$ cat src/sv/bank_model_selector_led_blinker_assert.svh
// ----------------------------------------------------------------------------
// Assertion macros for the bank and model selector
// Shared property forms used by the block's modules.
// ----------------------------------------------------------------------------
`ifndef BANK_MODEL_SELECTOR_LED_BLINKER_ASSERT_SVH
`define BANK_MODEL_SELECTOR_LED_BLINKER_ASSERT_SVH

// same-cycle implication, disabled during reset
`define BMSL_ASSERT_NOW(label, clk, rst_n, ante, cons, msg) \
    label: assert property (@(posedge clk) disable iff (!rst_n) (ante) |-> (cons)) \
        else $error(msg);

// next-cycle implication, disabled during reset
`define BMSL_ASSERT_NEXT(label, clk, rst_n, ante, cons, msg) \
    label: assert property (@(posedge clk) disable iff (!rst_n) (ante) |=> (cons)) \
        else $error(msg);

`endif

$ cat src/sv/bmsl_pkg.sv
// ----------------------------------------------------------------------------
// bmsl_pkg
// Types and constants of the bank and model selector with blinking LED.
// ----------------------------------------------------------------------------
package bmsl_pkg;

    localparam int CFG_INDEX_BITS = 3;
    localparam int CFG_DATA_BITS  = 16;
    localparam int LIMIT_BITS     = 16;
    localparam int BLINK_BITS     = 10;
    localparam int DELAY_BITS     = 16;
    localparam int START_BITS     = 3;
    localparam int MODEL_OUT_BITS = 3;

    // register indexes
    localparam logic [CFG_INDEX_BITS-1:0] CFG_LONG_PRESS_LIMIT = 3'd0;
    localparam logic [CFG_INDEX_BITS-1:0] CFG_BLINK_ON_TIME    = 3'd1;
    localparam logic [CFG_INDEX_BITS-1:0] CFG_BLINK_OFF_TIME   = 3'd2;
    localparam logic [CFG_INDEX_BITS-1:0] CFG_SAVE_DELAY       = 3'd3;
    localparam logic [CFG_INDEX_BITS-1:0] CFG_START_MODEL_A    = 3'd4;
    localparam logic [CFG_INDEX_BITS-1:0] CFG_START_MODEL_B    = 3'd5;

    // register reset values
    localparam logic [LIMIT_BITS-1:0] LONG_PRESS_LIMIT_RST = 16'd500;
    localparam logic [BLINK_BITS-1:0] BLINK_ON_TIME_RST    = 10'd140;
    localparam logic [BLINK_BITS-1:0] BLINK_OFF_TIME_RST   = 10'd160;
    localparam logic [DELAY_BITS-1:0] SAVE_DELAY_RST       = 16'd2000;

    typedef struct packed {
        logic button_level;
        logic toggle_level;
        logic gate_level;
    } bmsl_tick_t;

    typedef struct packed {
        logic                      active_bank;
        logic [MODEL_OUT_BITS-1:0] active_model;
        logic                      model_changed;
        logic                      led_level;
        logic                      save_strobe;
        logic [MODEL_OUT_BITS-1:0] saved_model_a;
        logic [MODEL_OUT_BITS-1:0] saved_model_b;
    } bmsl_result_t;

    typedef struct packed {
        logic                      en;
        logic [CFG_INDEX_BITS-1:0] index;
        logic [CFG_DATA_BITS-1:0]  data;
    } bmsl_cfg_wr_t;

endpackage

$ cat src/sv/bmsl_core.sv
// ----------------------------------------------------------------------------
// bmsl_core
// Selector state, configuration registers and the per-tick update.
// ----------------------------------------------------------------------------
module bmsl_core #(
    parameter int MODELS_PER_BANK = 8,
    parameter int TIME_BITS       = 32
) (
    input  logic                  clk,
    input  logic                  rst_n,
    input  logic                  advance,
    input  bmsl_pkg::bmsl_tick_t  tick,
    input  bmsl_pkg::bmsl_cfg_wr_t cfg_wr,
    output bmsl_pkg::bmsl_result_t result
);

    localparam int MB = (MODELS_PER_BANK > 2) ? $clog2(MODELS_PER_BANK) : 1;
    localparam int CB = $clog2(MODELS_PER_BANK + 1);
    localparam logic [MB-1:0] MODEL_LAST = MB'(MODELS_PER_BANK - 1);

    logic [bmsl_pkg::LIMIT_BITS-1:0] long_press_limit_reg;
    logic [bmsl_pkg::BLINK_BITS-1:0] blink_on_time_reg;
    logic [bmsl_pkg::BLINK_BITS-1:0] blink_off_time_reg;
    logic [bmsl_pkg::DELAY_BITS-1:0] save_delay_reg;

    logic [TIME_BITS-1:0] tick_count_reg,   tick_count_next;
    logic                 bank_reg,         bank_next;
    logic [MB-1:0]        model_a_reg,      model_a_next;
    logic [MB-1:0]        model_b_reg,      model_b_next;
    logic                 press_active_reg, press_active_next;
    logic [TIME_BITS-1:0] press_start_reg,  press_start_next;
    logic [CB-1:0]        blink_request_reg, blink_request_next;
    logic                 request_pending_reg;
    logic [CB-1:0]        blinks_left_reg,  blinks_left_next;
    logic                 led_lit_reg,      led_lit_next;
    logic [TIME_BITS-1:0] led_deadline_reg, led_deadline_next;
    logic                 dirty_reg,        dirty_next;
    logic [TIME_BITS-1:0] dirty_since_reg,  dirty_since_next;

    logic [MB-1:0] cfg_model;

    function automatic logic [MB-1:0] model_inc(input logic [MB-1:0] m);
        return (m == MODEL_LAST) ? '0 : m + 1'b1;
    endfunction

    // start index reduced modulo the bank size, small constant table
    function automatic logic [MB-1:0] start_mod(input logic [bmsl_pkg::START_BITS-1:0] v);
        logic [MB-1:0] r;
        r = '0;
        for (int i = 0; i < 8; i++) begin
            if (v == bmsl_pkg::START_BITS'(i))
            begin
                r = MB'(i % MODELS_PER_BANK);
            end
        end
        return r;
    endfunction

    assign cfg_model = start_mod(cfg_wr.data[bmsl_pkg::START_BITS-1:0]);

    always_comb
    begin
        logic [TIME_BITS-1:0] now;
        logic [TIME_BITS-1:0] held;
        logic [TIME_BITS-1:0] led_age;
        logic [TIME_BITS-1:0] dirty_age;
        logic                 pending;
        logic                 changed;
        logic                 led_out;
        logic                 strobe;
        logic [MB-1:0]        model_sel;

        now = tick_count_reg;
        bank_next          = bank_reg;
        model_a_next       = model_a_reg;
        model_b_next       = model_b_reg;
        press_active_next  = press_active_reg;
        press_start_next   = press_start_reg;
        blink_request_next = blink_request_reg;
        pending            = request_pending_reg;
        blinks_left_next   = blinks_left_reg;
        led_lit_next       = led_lit_reg;
        led_deadline_next  = led_deadline_reg;
        dirty_next         = dirty_reg;
        dirty_since_next   = dirty_since_reg;
        changed            = 1'b0;
        strobe             = 1'b0;

        // bank toggle
        if (tick.toggle_level != bank_reg)
        begin
            bank_next          = tick.toggle_level;
            changed            = 1'b1;
            pending            = 1'b1;
            model_sel          = tick.toggle_level ? model_b_reg : model_a_reg;
            blink_request_next = CB'(model_sel) + 1'b1;
            dirty_next         = 1'b1;
            dirty_since_next   = now;
        end

        // button press and release
        held = now - press_start_reg;
        if (tick.button_level)
        begin
            if (!press_active_reg)
            begin
                press_start_next  = now;
                press_active_next = 1'b1;
            end
        end
        else if (press_active_reg)
        begin
            if (held < TIME_BITS'(long_press_limit_reg))
            begin
                if (bank_next)
                begin
                    model_b_next = model_inc(model_b_reg);
                end
                else
                begin
                    model_a_next = model_inc(model_a_reg);
                end
                changed          = 1'b1;
                dirty_next       = 1'b1;
                dirty_since_next = now;
            end
            model_sel          = bank_next ? model_b_next : model_a_next;
            blink_request_next = CB'(model_sel) + 1'b1;
            pending            = 1'b1;
            press_active_next  = 1'b0;
        end

        // LED sequencer
        if (pending)
        begin
            blinks_left_next  = blink_request_next;
            led_lit_next      = 1'b0;
            led_deadline_next = now;
        end
        led_age = now - led_deadline_next;
        if (blinks_left_next != '0)
        begin
            if (!led_age[TIME_BITS-1])
            begin
                if (!led_lit_next)
                begin
                    led_lit_next      = 1'b1;
                    led_deadline_next = now + TIME_BITS'(blink_on_time_reg);
                end
                else
                begin
                    led_lit_next      = 1'b0;
                    led_deadline_next = now + TIME_BITS'(blink_off_time_reg);
                    blinks_left_next  = blinks_left_next - 1'b1;
                end
            end
            led_out = led_lit_next;
        end
        else
        begin
            led_out = tick.gate_level;
        end

        // save timer
        dirty_age = now - dirty_since_next;
        if (dirty_next && (dirty_age > TIME_BITS'(save_delay_reg)))
        begin
            dirty_next = 1'b0;
            strobe     = 1'b1;
        end

        tick_count_next = now + 1'b1;

        model_sel            = bank_next ? model_b_next : model_a_next;
        result.active_bank   = bank_next;
        result.active_model  = bmsl_pkg::MODEL_OUT_BITS'(model_sel);
        result.model_changed = changed;
        result.led_level     = led_out;
        result.save_strobe   = strobe;
        result.saved_model_a = bmsl_pkg::MODEL_OUT_BITS'(model_a_next);
        result.saved_model_b = bmsl_pkg::MODEL_OUT_BITS'(model_b_next);
    end

    always_ff @(posedge clk or negedge rst_n)
    begin
        if (!rst_n)
        begin
            long_press_limit_reg <= bmsl_pkg::LONG_PRESS_LIMIT_RST;
            blink_on_time_reg    <= bmsl_pkg::BLINK_ON_TIME_RST;
            blink_off_time_reg   <= bmsl_pkg::BLINK_OFF_TIME_RST;
            save_delay_reg       <= bmsl_pkg::SAVE_DELAY_RST;
            tick_count_reg       <= '0;
            bank_reg             <= 1'b0;
            model_a_reg          <= '0;
            model_b_reg          <= '0;
            press_active_reg     <= 1'b0;
            press_start_reg      <= '0;
            blink_request_reg    <= CB'(1);
            request_pending_reg  <= 1'b1;
            blinks_left_reg      <= '0;
            led_lit_reg          <= 1'b0;
            led_deadline_reg     <= '0;
            dirty_reg            <= 1'b0;
            dirty_since_reg      <= '0;
        end
        else if (advance)
        begin
            tick_count_reg      <= tick_count_next;
            bank_reg            <= bank_next;
            model_a_reg         <= model_a_next;
            model_b_reg         <= model_b_next;
            press_active_reg    <= press_active_next;
            press_start_reg     <= press_start_next;
            blink_request_reg   <= blink_request_next;
            request_pending_reg <= 1'b0;
            blinks_left_reg     <= blinks_left_next;
            led_lit_reg         <= led_lit_next;
            led_deadline_reg    <= led_deadline_next;
            dirty_reg           <= dirty_next;
            dirty_since_reg     <= dirty_since_next;
        end
        else if (cfg_wr.en)
        begin
            unique case (cfg_wr.index)
                bmsl_pkg::CFG_LONG_PRESS_LIMIT: long_press_limit_reg <= cfg_wr.data;
                bmsl_pkg::CFG_BLINK_ON_TIME:
                    blink_on_time_reg <= cfg_wr.data[bmsl_pkg::BLINK_BITS-1:0];
                bmsl_pkg::CFG_BLINK_OFF_TIME:
                    blink_off_time_reg <= cfg_wr.data[bmsl_pkg::BLINK_BITS-1:0];
                bmsl_pkg::CFG_SAVE_DELAY:       save_delay_reg <= cfg_wr.data;
                bmsl_pkg::CFG_START_MODEL_A:
                begin
                    model_a_reg <= cfg_model;
                    if (request_pending_reg && !bank_reg)
                    begin
                        blink_request_reg <= CB'(cfg_model) + 1'b1;
                    end
                end
                bmsl_pkg::CFG_START_MODEL_B:
                begin
                    model_b_reg <= cfg_model;
                    if (request_pending_reg && bank_reg)
                    begin
                        blink_request_reg <= CB'(cfg_model) + 1'b1;
                    end
                end
                default: ;
            endcase
        end
    end

    `include "bank_model_selector_led_blinker_assert.svh"

    `BMSL_ASSERT_NEXT(a_request_taken, clk, rst_n, advance, !request_pending_reg,
        "blink request still pending after a tick")
    `BMSL_ASSERT_NOW(a_blinks_bounded, clk, rst_n, 1'b1,
        blinks_left_reg <= CB'(MODELS_PER_BANK), "blink count above bank size")
    `BMSL_ASSERT_NOW(a_model_range, clk, rst_n, 1'b1,
        (model_a_reg <= MODEL_LAST) && (model_b_reg <= MODEL_LAST),
        "model index out of range")

endmodule

$ cat src/sv/bank_model_selector_led_blinker.sv
// ----------------------------------------------------------------------------
// bank_model_selector_led_blinker
// Bank and model selection from button and toggle, LED number blinker and
// delayed save strobe, one result per tick.
// ----------------------------------------------------------------------------
//  channel  | direction | handshake                  | payload
//  tick     | in        | tick_valid / tick_ready    | tick_data (bmsl_tick_t)
//  result   | out       | result_valid / result_ready| result_data (bmsl_result_t)
//  cfg      | in        | cfg_valid / cfg_ready      | cfg_index, cfg_data
//
// A tick is held in the input register, then the state update and the
// result are computed in one pass into the result register. One tick per
// cycle is sustained while result_ready is high; a waiting result stalls
// only the input register, and one more tick is still taken while it holds.
// Reset is asynchronous; cfg_ready is low while a tick waits in the input
// register.
// ----------------------------------------------------------------------------
module bank_model_selector_led_blinker #(
    parameter int MODELS_PER_BANK = 8,
    parameter int TIME_BITS       = 32
) (
    input  logic                                   clk,
    input  logic                                   rst_n,
    input  logic                                   tick_valid,
    output logic                                   tick_ready,
    input  bmsl_pkg::bmsl_tick_t                   tick_data,
    output logic                                   result_valid,
    input  logic                                   result_ready,
    output bmsl_pkg::bmsl_result_t                 result_data,
    input  logic                                   cfg_valid,
    output logic                                   cfg_ready,
    input  logic [bmsl_pkg::CFG_INDEX_BITS-1:0]    cfg_index,
    input  logic [bmsl_pkg::CFG_DATA_BITS-1:0]     cfg_data
);

    logic                   in_valid_reg;
    bmsl_pkg::bmsl_tick_t   in_data_reg;
    logic                   out_valid_reg;
    bmsl_pkg::bmsl_result_t out_data_reg;
    logic                   advance;
    bmsl_pkg::bmsl_result_t core_result;
    bmsl_pkg::bmsl_cfg_wr_t cfg_wr;

    assign advance      = in_valid_reg && (!out_valid_reg || result_ready);
    assign tick_ready   = !in_valid_reg || advance;
    assign result_valid = out_valid_reg;
    assign result_data  = out_data_reg;
    // a register write never lands on a cycle that updates the state
    assign cfg_ready    = !in_valid_reg;

    assign cfg_wr.en    = cfg_valid && cfg_ready;
    assign cfg_wr.index = cfg_index;
    assign cfg_wr.data  = cfg_data;

    bmsl_core #(
        .MODELS_PER_BANK (MODELS_PER_BANK),
        .TIME_BITS       (TIME_BITS)
    ) u_core (
        .clk     (clk),
        .rst_n   (rst_n),
        .advance (advance),
        .tick    (in_data_reg),
        .cfg_wr  (cfg_wr),
        .result  (core_result)
    );

    always_ff @(posedge clk or negedge rst_n)
    begin
        if (!rst_n)
        begin
            in_valid_reg  <= 1'b0;
            out_valid_reg <= 1'b0;
        end
        else
        begin
            if (tick_ready)
            begin
                in_valid_reg <= tick_valid;
            end
            if (advance)
            begin
                out_valid_reg <= 1'b1;
            end
            else if (result_ready)
            begin
                out_valid_reg <= 1'b0;
            end
        end
    end

    always_ff @(posedge clk)
    begin
        if (tick_valid && tick_ready)
        begin
            in_data_reg <= tick_data;
        end
        if (advance)
        begin
            out_data_reg <= core_result;
        end
    end

    `include "bank_model_selector_led_blinker_assert.svh"

    `BMSL_ASSERT_NEXT(a_result_loaded, clk, rst_n, advance, result_valid,
        "result register empty after a tick transaction")
    `BMSL_ASSERT_NEXT(a_tick_captured, clk, rst_n, tick_valid && tick_ready, in_valid_reg,
        "accepted tick lost before processing")
    `BMSL_ASSERT_NEXT(a_tick_held, clk, rst_n,
        in_valid_reg && result_valid && !result_ready, in_valid_reg && $stable(in_data_reg),
        "pending tick dropped while result stalled")

endmodule
$ cat config.mk
export PLATFORM = sky130hd
export DESIGN_NAME = bank_model_selector_led_blinker
export DESIGN_NICKNAME = d
export VERILOG_FILES = /design/src/sv/bmsl_pkg.sv /design/src/sv/bmsl_core.sv /design/src/sv/bank_model_selector_led_blinker.sv
export VERILOG_INCLUDE_DIRS = /design/src /design/src/sv
export SDC_FILE = /design/constraint.sdc
export NUM_CORES = 1
export LEC_CHECK = 0
export BUFFER_PORTS_ARGS = -buffer_cell sky130_fd_sc_hd__buf_4
export CAP_MARGIN = 40
export CORE_UTILIZATION = 40
export DETAILED_ROUTE_END_ITERATION = 16
export HOLD_SLACK_MARGIN = 0.05
export PLACE_DENSITY = 0.51
export SYNTH_ARGS = -nofsm -noshare
export SYNTH_HDL_FRONTEND = slang
export SYNTH_SLANG_ARGS = --single-unit
$ cat constraint.sdc
create_clock -name clk -period 26.9 [get_ports clk]
set_input_delay 2.69 -clock clk [delete_from_list [all_inputs] [get_ports clk]]
set_output_delay 2.69 -clock clk [all_outputs]
set_load 0.02 [all_outputs]
Word level (Yosys, flattened, before mapping). Index checks and enable logic that the tools add are counted.

Input port bits: 27. Register bits: 217.

Bitwise logic cells: 2. Equal/unequal tests: 17. Reductions and logical operators: 26. Add/subtract/negate cells: 12. $lt $le $gt $ge: 2. Multiplexer cells: 72.

Operators by type and width (count): $mux 32 (8); $sub 32x32->32 (3); $mux 3 (29); $add 32x10->32 (2); $mux 4 (11); $add 32x1->32 const B (1); $gt 32x16->1 (1); $lt 32x16->1 (1); $eq 3x3->1 const B (8); $mux 1 (23); $reduce_and 3->1 (5); $add 3x1->4 const B (3); $eq 3x2->1 const B (4); $pmux 4 s2 (1); $reduce_bool 2->1 (4); $add 3x1->3 const B (2); $eq 3x1->1 const B (2); $logic_and 1x1->1 (6); $ne 3x2->1 const B (2); $reduce_and 2->1 (2); $reduce_and 4->1 (1); $reduce_bool 4->1 (1); $sub 4x1->4 const B (1); $logic_not 1->1 (3); 5 further kinds (7).

Longest topological paths before layout. Gate-level depths: netlist of the first run.

Depth after elaboration: 15. Depth in mapped cells: 52.

By module. A second synthesis of the first run with hierarchy kept.

Cell total of the unflattened synthesis: 1777. Area total of the unflattened synthesis: 16449.5 um2.

By module, submodules not included: bmsl_core (area an instance 15856.5 um2, cells each 1751, instances 1); bank_model_selector_led_blinker (area an instance 593.1 um2, cells each 26, instances 1).

Least setup slack after synthesis of the first run. OpenSTA, ideal clock, no wires.

Kind: reg-to-reg. Start point: register u_core.tick_count_reg[0]. End point: register out_data_reg (netlist bit result_data[6]) (data pin). Arrival: 9.569 ns. Setup slack: 17.061 ns. Path buffers: 3. Required time: 26.630 ns. Stages on the path, launching flop included: 49. Setup time: 0.270 ns. Cell sequence: dfrtp_1 clkbuf_1 inv_1 ha_1 fa_1 nor2b_1 o2111ai_1 a31oi_1 o21a_1 nor2_1 xnor2_1 ha_1 a21o_1 a211oi_1 o22ai_1 or4_1 or4_1 or4b_4 (+13 left out) o21ai_0 a21oi_1 o21ai_0 nand2b_1 xor2_1 ha_1 a21o_1 a21o_1 a21oi_1 o21ai_0 o21ai_0 o2111a_1 o2111ai_1 a211o_1 a2111oi_0 and3_1 and3_1 a21oi_1.

RTL lines: start: declaration (RTL line bmsl_core.sv:26) `logic [TIME_BITS-1:0] tick_count_reg, tick_count_next;`; start signal: assignment (RTL line bmsl_core.sv:208) `tick_count_reg <= tick_count_next;`; end signal: assignment (RTL line bank_model_selector_led_blinker.sv:99) `out_data_reg <= core_result;`; end: declaration (RTL line bank_model_selector_led_blinker.sv:39) `bmsl_pkg::bmsl_result_t out_data_reg;`.

==> flow_summary_export.csv, run 1 <==
group,metric,value,unit
status,status,"complete, no violations",
detailed_routing,vias,12964,
placed_design,place_hpwl,33800,um
grt,antenna_found_initial,0,
pwr,p_per_area,98.95,nW/um^2
finish,nNetsFinal,1934,
synth,syn-instance-count,1744,
clocking,hold_buffers,0,
detailed_routing,drt-initial-drc-count,822,
finish,n_fill_cell,3831,
finish,stdcell_area,18130,um^2
clocking,cts_repair_resize_count,0,
worst_setup_path,reg2reg_setup_slack,15.17,ns
clocking,clk_latency,0.56,ns
grt,grt_first_pass_wirelength,74250,um
worst_setup_path,cp_slowest_cell,"dfrtp_1",
worst_setup_path,cp-start-kind,"register",
floorplan,row_count,73,
floorplan,core,39910,um^2
synth,synth.distinct_cells,86,
synth,ys_warn_count,0,
floorplan,die_w,203.6,um
detailed_routing,dr.pass1.iters,5,
grt,grt_pass1_vias,13122,
grt,grt_usage,22.76,%
placed_design,place_area,17190,um^2
timing,slew_viol_final,0,
synth,synth.most_common_cell,"dfrtp_1",
placed_design,port-buffer-count,42,
synth,synth_flop_cell,"dfrtp_1",
pwr,p_leak,8.646,nW
synth,synthTopCellsByArea,"dfrtp_1, ha_1, mux2_2, mux2i_1, xnor2_1",
timing,rsz0062_at_grt,"false",
finish,final_layout_size_suffix_gt1_share,16.24,%
detailed_routing,vias_per_cell,5.624,
worst_setup_path,crit_type,"register to register",
timing,tightestPinTransition,0.8601,ns
floorplan,die-height,203.6,um
detailed_routing,route.detailed.drc,0,
pwr,finalPower,0.001794,W
timing,fin_crit_sh,43.59,%
clocking,clock-sinks,217,
finish,diodes,0,
synth,async_flop_share,92.63,%
worst_setup_path,arrival,12.00,ns
synth,syn_nets,1920,
clocking,path_clk_slew,0.06,ns
floorplan,fp.dieArea,41460,um^2
floorplan,io_pins,43,
run,maxCapViolations,0,
timing,setup_viol,0,
synth,synth_area_leader_cell,"dfrtp_1",
grt,grt_max_degree,101,
clocking,cts_tree,"done",
synth,synthesis.area,16260,um^2
grt,overflow,0,
worst_setup_path,endpoint_kind,"register",
timing,finalHoldViolations,0,
clocking,cts_max_level,1,
worst_setup_path,slowest_delay,0.65,ns
hold_path,hp-class,"register to register",
timing,slew-limit-headroom,42.66,%
detailed_routing,postRouteAntennaNets,0,
clocking,root_buffer,"clkbuf_16",
worst_setup_path,worstPathRequired,27.18,ns
clocking,cts_made_buffers,28,
synth,syn_area_per_cell,9.323,um^2
synth,synth-edff-count,16,
timing,fin_setup_tns,0,ns
clocking,post-cts-setup-buffers,0,
detailed_routing,finalWirelength,45990,um
synth,synth-seq-area-share,34.04,%
pwr,ir_worst_vdd,53.11,uV
timing,fin_skew,0.02066,ns
synth,synth_top_area_share,28.01,%
detailed_routing,post_drt_wl_per_cell,19.95,um
placed_design,gp_routability_congestion,0.8928,
floorplan,start_util,40.74,%
worst_setup_path,cp_max_fo,40,
synth,synthTopCellsByCount,"dfrtp_1, nand2_1, ha_1, mux2_2, inv_1",
finish,syn_to_final_growth,11.54,%
synth,ys_ff_latch,217,
timing,holdWs,0.4847,ns
timing,min_period,11.73,ns
clocking,cts.path.max_buffers,3,
timing,fmax,85.27,MHz
[layout make-up]
type | instances | area [um^2] | area share, %
Clock buffer | 44 | 893.4 | 4.926
Clock inverter | 8 | 50.05 | 0.2760
Inverter | 124 | 465.4 | 2.567
Multi-Input combinational cell | 1320 | 9953 | 54.88
Sequential cell | 217 | 5534 | 30.52
Tap cell | 525 | 656.9 | 3.622
Timing Repair Buffer | 67 | 581.8 | 3.208
[worst paths after layout]
check,endpoint,from,cells after the start
setup reg to reg,result_data[6],u_core.tick_count_reg[1],46
max in group asynchronous,u_core.led_deadline_reg[23],rst_n,4
setup / recovery,result_data[6],u_core.tick_count_reg[1],46
min in group asynchronous,u_core.press_start_reg[17],rst_n,2
hold / removal,u_core.press_start_reg[30],u_core.press_start_reg[30],2
hold reg to reg,u_core.press_start_reg[30],u_core.press_start_reg[30],2
[layout by cell type, fill, tap and decap left out, types with 26 or more instances in the layout]
cell	Yosys	layout
mux2i_1	77	77
nand4_1	27	27
nand3_1	38	38
inv_1	124	123
xor2_1	26	26
nand2_1	147	146
mux2_2	125	125
xnor2_1	69	69
ha_1	146	146
o21ai_0	83	83
nor2_1	111	109
a21o_1	35	35
a21oi_1	103	103
buf_4	3	62
clkbuf_16	0	30
dfrtp_1	182	182
[metal layers]
layer | GRT usage [%] | part of all wire [%] | up-vias
met4 | 7.411 | 3.0 | 0
met3 | 3.372 | 4.4 | 74
met1 | 31.84 | 48 | 6275
met2 | 35.91 | 45 | 265
met5 | 0 | 0 | -
li1 | - | - | 6350
[logic make-up after synthesis]
| kind of cell | Yosys count | share of synthesized area, % |
|---|---|---|
| AOI/OAI and AO/OA | 395 | 16.10 |
| DFF | 217 | 34.04 |
| and+or+nand+nor | 472 | 14.23 |
| buffers and inverters | 207 | 5.033 |
| adders and majority gates | 149 | 11.60 |
| xor gates and xnor gates | 95 | 5.117 |
| muxes | 209 | 13.88 |
[through the flow]
step | setup slack, ns | cells | util, %
after global placement | 15.62 | 2249 | 42.81
final | 15.17 | 2305 | 45.43
after detailed placement | 15.33 | 2253 | 43.07
after floorplan | 17.06 | 1744 | -
after CTS | 15.29 | 2305 | 45.43
after global routing | 14.45 | 2305 | 45.43
[power by group]
group / switching, W / internal (W) / total (W)
clock: 0.000153 / 0.000227 / 0.000381
sequential: 0.0000527 / 0.000406 / 0.000459
combinational: 0.000532 / 0.000423 / 0.000955
total: 0.000738 / 0.00106 / 0.00179
[critical path: cells and delay by family, from the launching register on]
kind	cells	cell delay [ns]
compound gates	21	4.50
xor+xnor	2	0.31
fa+ha+maj	4	1.40
buf+inv	2	0.59
flops	1	0.65
mux	1	0.22
simple gates	16	3.74
No activity file was read; power rests on OpenSTA's default activity.
==> run 2: changes to the inputs <==
PLACE_DENSITY = 0.53   (was 0.51)
clock period = 10.71 ns   (was 26.9 ns; I/O delays follow)
==> run 2 against run 1 <==
  * Die area unchanged
  * Final cell count increased by 1.1%
  * Design area increased by 1.4%
  * Non-clock buffer count increased by 25
  * Utilization increased by 0.62 points
  * Sequential share of layout area decreased by 0.41 points
  * Worst hold slack got worse by 0.0053 ns
  * Clock power increased to 2.6 times the previous value
  * Largest power group unchanged
  * Largest cell class unchanged
==> flow_summary_export.csv, run 2 (synthesis gave the netlist of run 1 again) <==
group,metric,value,unit
status,status,"complete, no violations",
worst_setup_path,cp-start-kind,"register",
grt,grt_usage,22.52,%
detailed_routing,dr.pass1.iters,5,
grt,grt_max_degree,62,
placed_design,gp_routability_congestion,0.8607,
floorplan,fp.dieArea,41460,um^2
grt,grt_pass1_vias,13008,
clocking,hold_buffers,0,
timing,tightestPinTransition,0.8222,ns
worst_setup_path,slowest_delay,0.59,ns
floorplan,row_count,73,
floorplan,start_util,40.74,%
timing,fin_crit_sh,93.24,%
timing,fin_setup_tns,0,ns
pwr,ir_worst_vdd,131.6,uV
timing,slew-limit-headroom,45.19,%
grt,antenna_found_initial,0,
floorplan,io_pins,43,
clocking,clk_latency,0.56,ns
worst_setup_path,worstPathRequired,10.99,ns
clocking,cts_made_buffers,28,
floorplan,die-height,203.6,um
hold_path,hp-class,"register to register",
detailed_routing,finalWirelength,46490,um
clocking,path_clk_slew,0.06,ns
finish,final_common_cell,"dfrtp_1",
finish,stdcell_area,18380,um^2
worst_setup_path,cp_slowest_cell,"or4_1",
clocking,cts_max_level,1,
clocking,cts.path.max_buffers,3,
placed_design,place_hpwl,34530,um
grt,overflow,0,
timing,rsz0062_at_grt,"false",
timing,finalHoldViolations,0,
pwr,p_per_area,250.6,nW/um^2
timing,setup_viol,0,
clocking,cts_tree,"done",
floorplan,die_w,203.6,um
worst_setup_path,crit_type,"register to register",
worst_setup_path,arrival,10.26,ns
detailed_routing,postRouteAntennaNets,0,
clocking,root_buffer,"clkbuf_16",
timing,slew_viol_final,0,
finish,layout_common_cells,"dfrtp_1, nand2_1, ha_1",
timing,min_period,9.986,ns
grt,grt_first_pass_wirelength,73170,um
worst_setup_path,cpMostUsedCell,"a21oi_1",
finish,final_layout_size_suffix_gt1_share,17.45,%
detailed_routing,vias,13151,
placed_design,port-buffer-count,42,
detailed_routing,drt-initial-drc-count,837,
timing,fin_skew,0.01516,ns
finish,diodes,0,
detailed_routing,route.detailed.drc,0,
pwr,p_leak,8.772,nW
worst_setup_path,cp_max_fo,5,
floorplan,core,39910,um^2
finish,syn_to_final_growth,13.05,%
worst_setup_path,endpoint_kind,"register",
worst_setup_path,rr_worst_depth,51,
hold_path,worstHoldPathCells,2,
timing,fmax,100.1,MHz
run,maxCapViolations,0,
detailed_routing,post_drt_wl_per_cell,19.95,um
clocking,clock-sinks,217,
finish,nNetsFinal,1960,
placed_design,place_area,17340,um^2
timing,holdWs,0.4794,ns
detailed_routing,vias_per_cell,5.644,
[run 2: worst max-delay path, delay by kind of cell, from the launching register on]
family / cells / cell delay, ns
XOR/XNOR: 2 / 0.30
flip-flops: 1 / 0.33
adder cells (fa/ha/maj): 4 / 1.29
multiplexers: 1 / 0.21
buffers and inverters: 4 / 0.57
AND/OR/NAND/NOR: 19 / 3.52
AO/OA/AOI/OAI: 21 / 3.47
[run 2: what timing repair did]
action                     4_1_cts  5_1_grt
resized for setup                0        5
setup buffers                    0        4
setup endpoints to repair        0        2
[run 2: final timing paths]
| check | startpoint | endpoint | slack (ns) |
|---|---|---|---|
| max | u_core.press_start_reg[4] | result_data[6] | 0.72 |
| min | u_core.press_start_reg[30] | u_core.press_start_reg[30] | 0.48 |
| max reg2reg | u_core.press_start_reg[4] | result_data[6] | 0.72 |
| min reg2reg | u_core.press_start_reg[30] | u_core.press_start_reg[30] | 0.48 |
| max in group asynchronous | rst_n | u_core.press_start_reg[26] | 9.04 |
| min in group asynchronous | rst_n | u_core.press_start_reg[3] | 0.49 |
[run 2: where the power goes]
| group | total, W | switching, W | internal (W) |
|---|---|---|---|
| combinational | 0.00249 | 0.00140 | 0.00109 |
| clock | 0.000995 | 0.000378 | 0.000617 |
| sequential | 0.00112 | 0.0000987 | 0.00102 |
| total | 0.00461 | 0.00188 | 0.00273 |
[run 2: per-layer routing]
layer | up-vias | global-route usage (%) | part of all wire [%]
met2 | 297 | 36.35 | 45
met4 | 0 | 6.042 | 2.1
met1 | 6410 | 32.13 | 48
met3 | 69 | 2.061 | 4.3
li1 | 6375 | - | -
met5 | - | 0 | 0
[run 2: cell type report]
cell class | instances | area [um^2]
clock buffers | 40 | 807.0
clock inverters | 11 | 162.7
fillers | 3787 | 21530
inverters | 124 | 465.4
multi-input cells | 1321 | 9986
flip-flops and latches | 217 | 5534
well taps | 525 | 656.9
repair buffers | 92 | 769.5
[run 2: metrics by stage]
| step | util, % | std cells | setup slack (ns) | total power, W |
|---|---|---|---|---|
| 4_1_cts | 45.87 | 2325 | 0.1495 | 0.004611 |
| 3_5_place_dp | 43.44 | 2274 | 0.2564 | 0.003585 |
| 3_3_place_gp | 43.19 | 2270 | 0.5338 | 0.003552 |
| 2_1_floorplan | - | 1744 | 0.8705 | 0.002919 |
| 6_report | 46.05 | 2330 | 0.7235 | 0.004607 |
| 5_1_grt | 46.05 | 2330 | 0.03355 | 0.004976 |
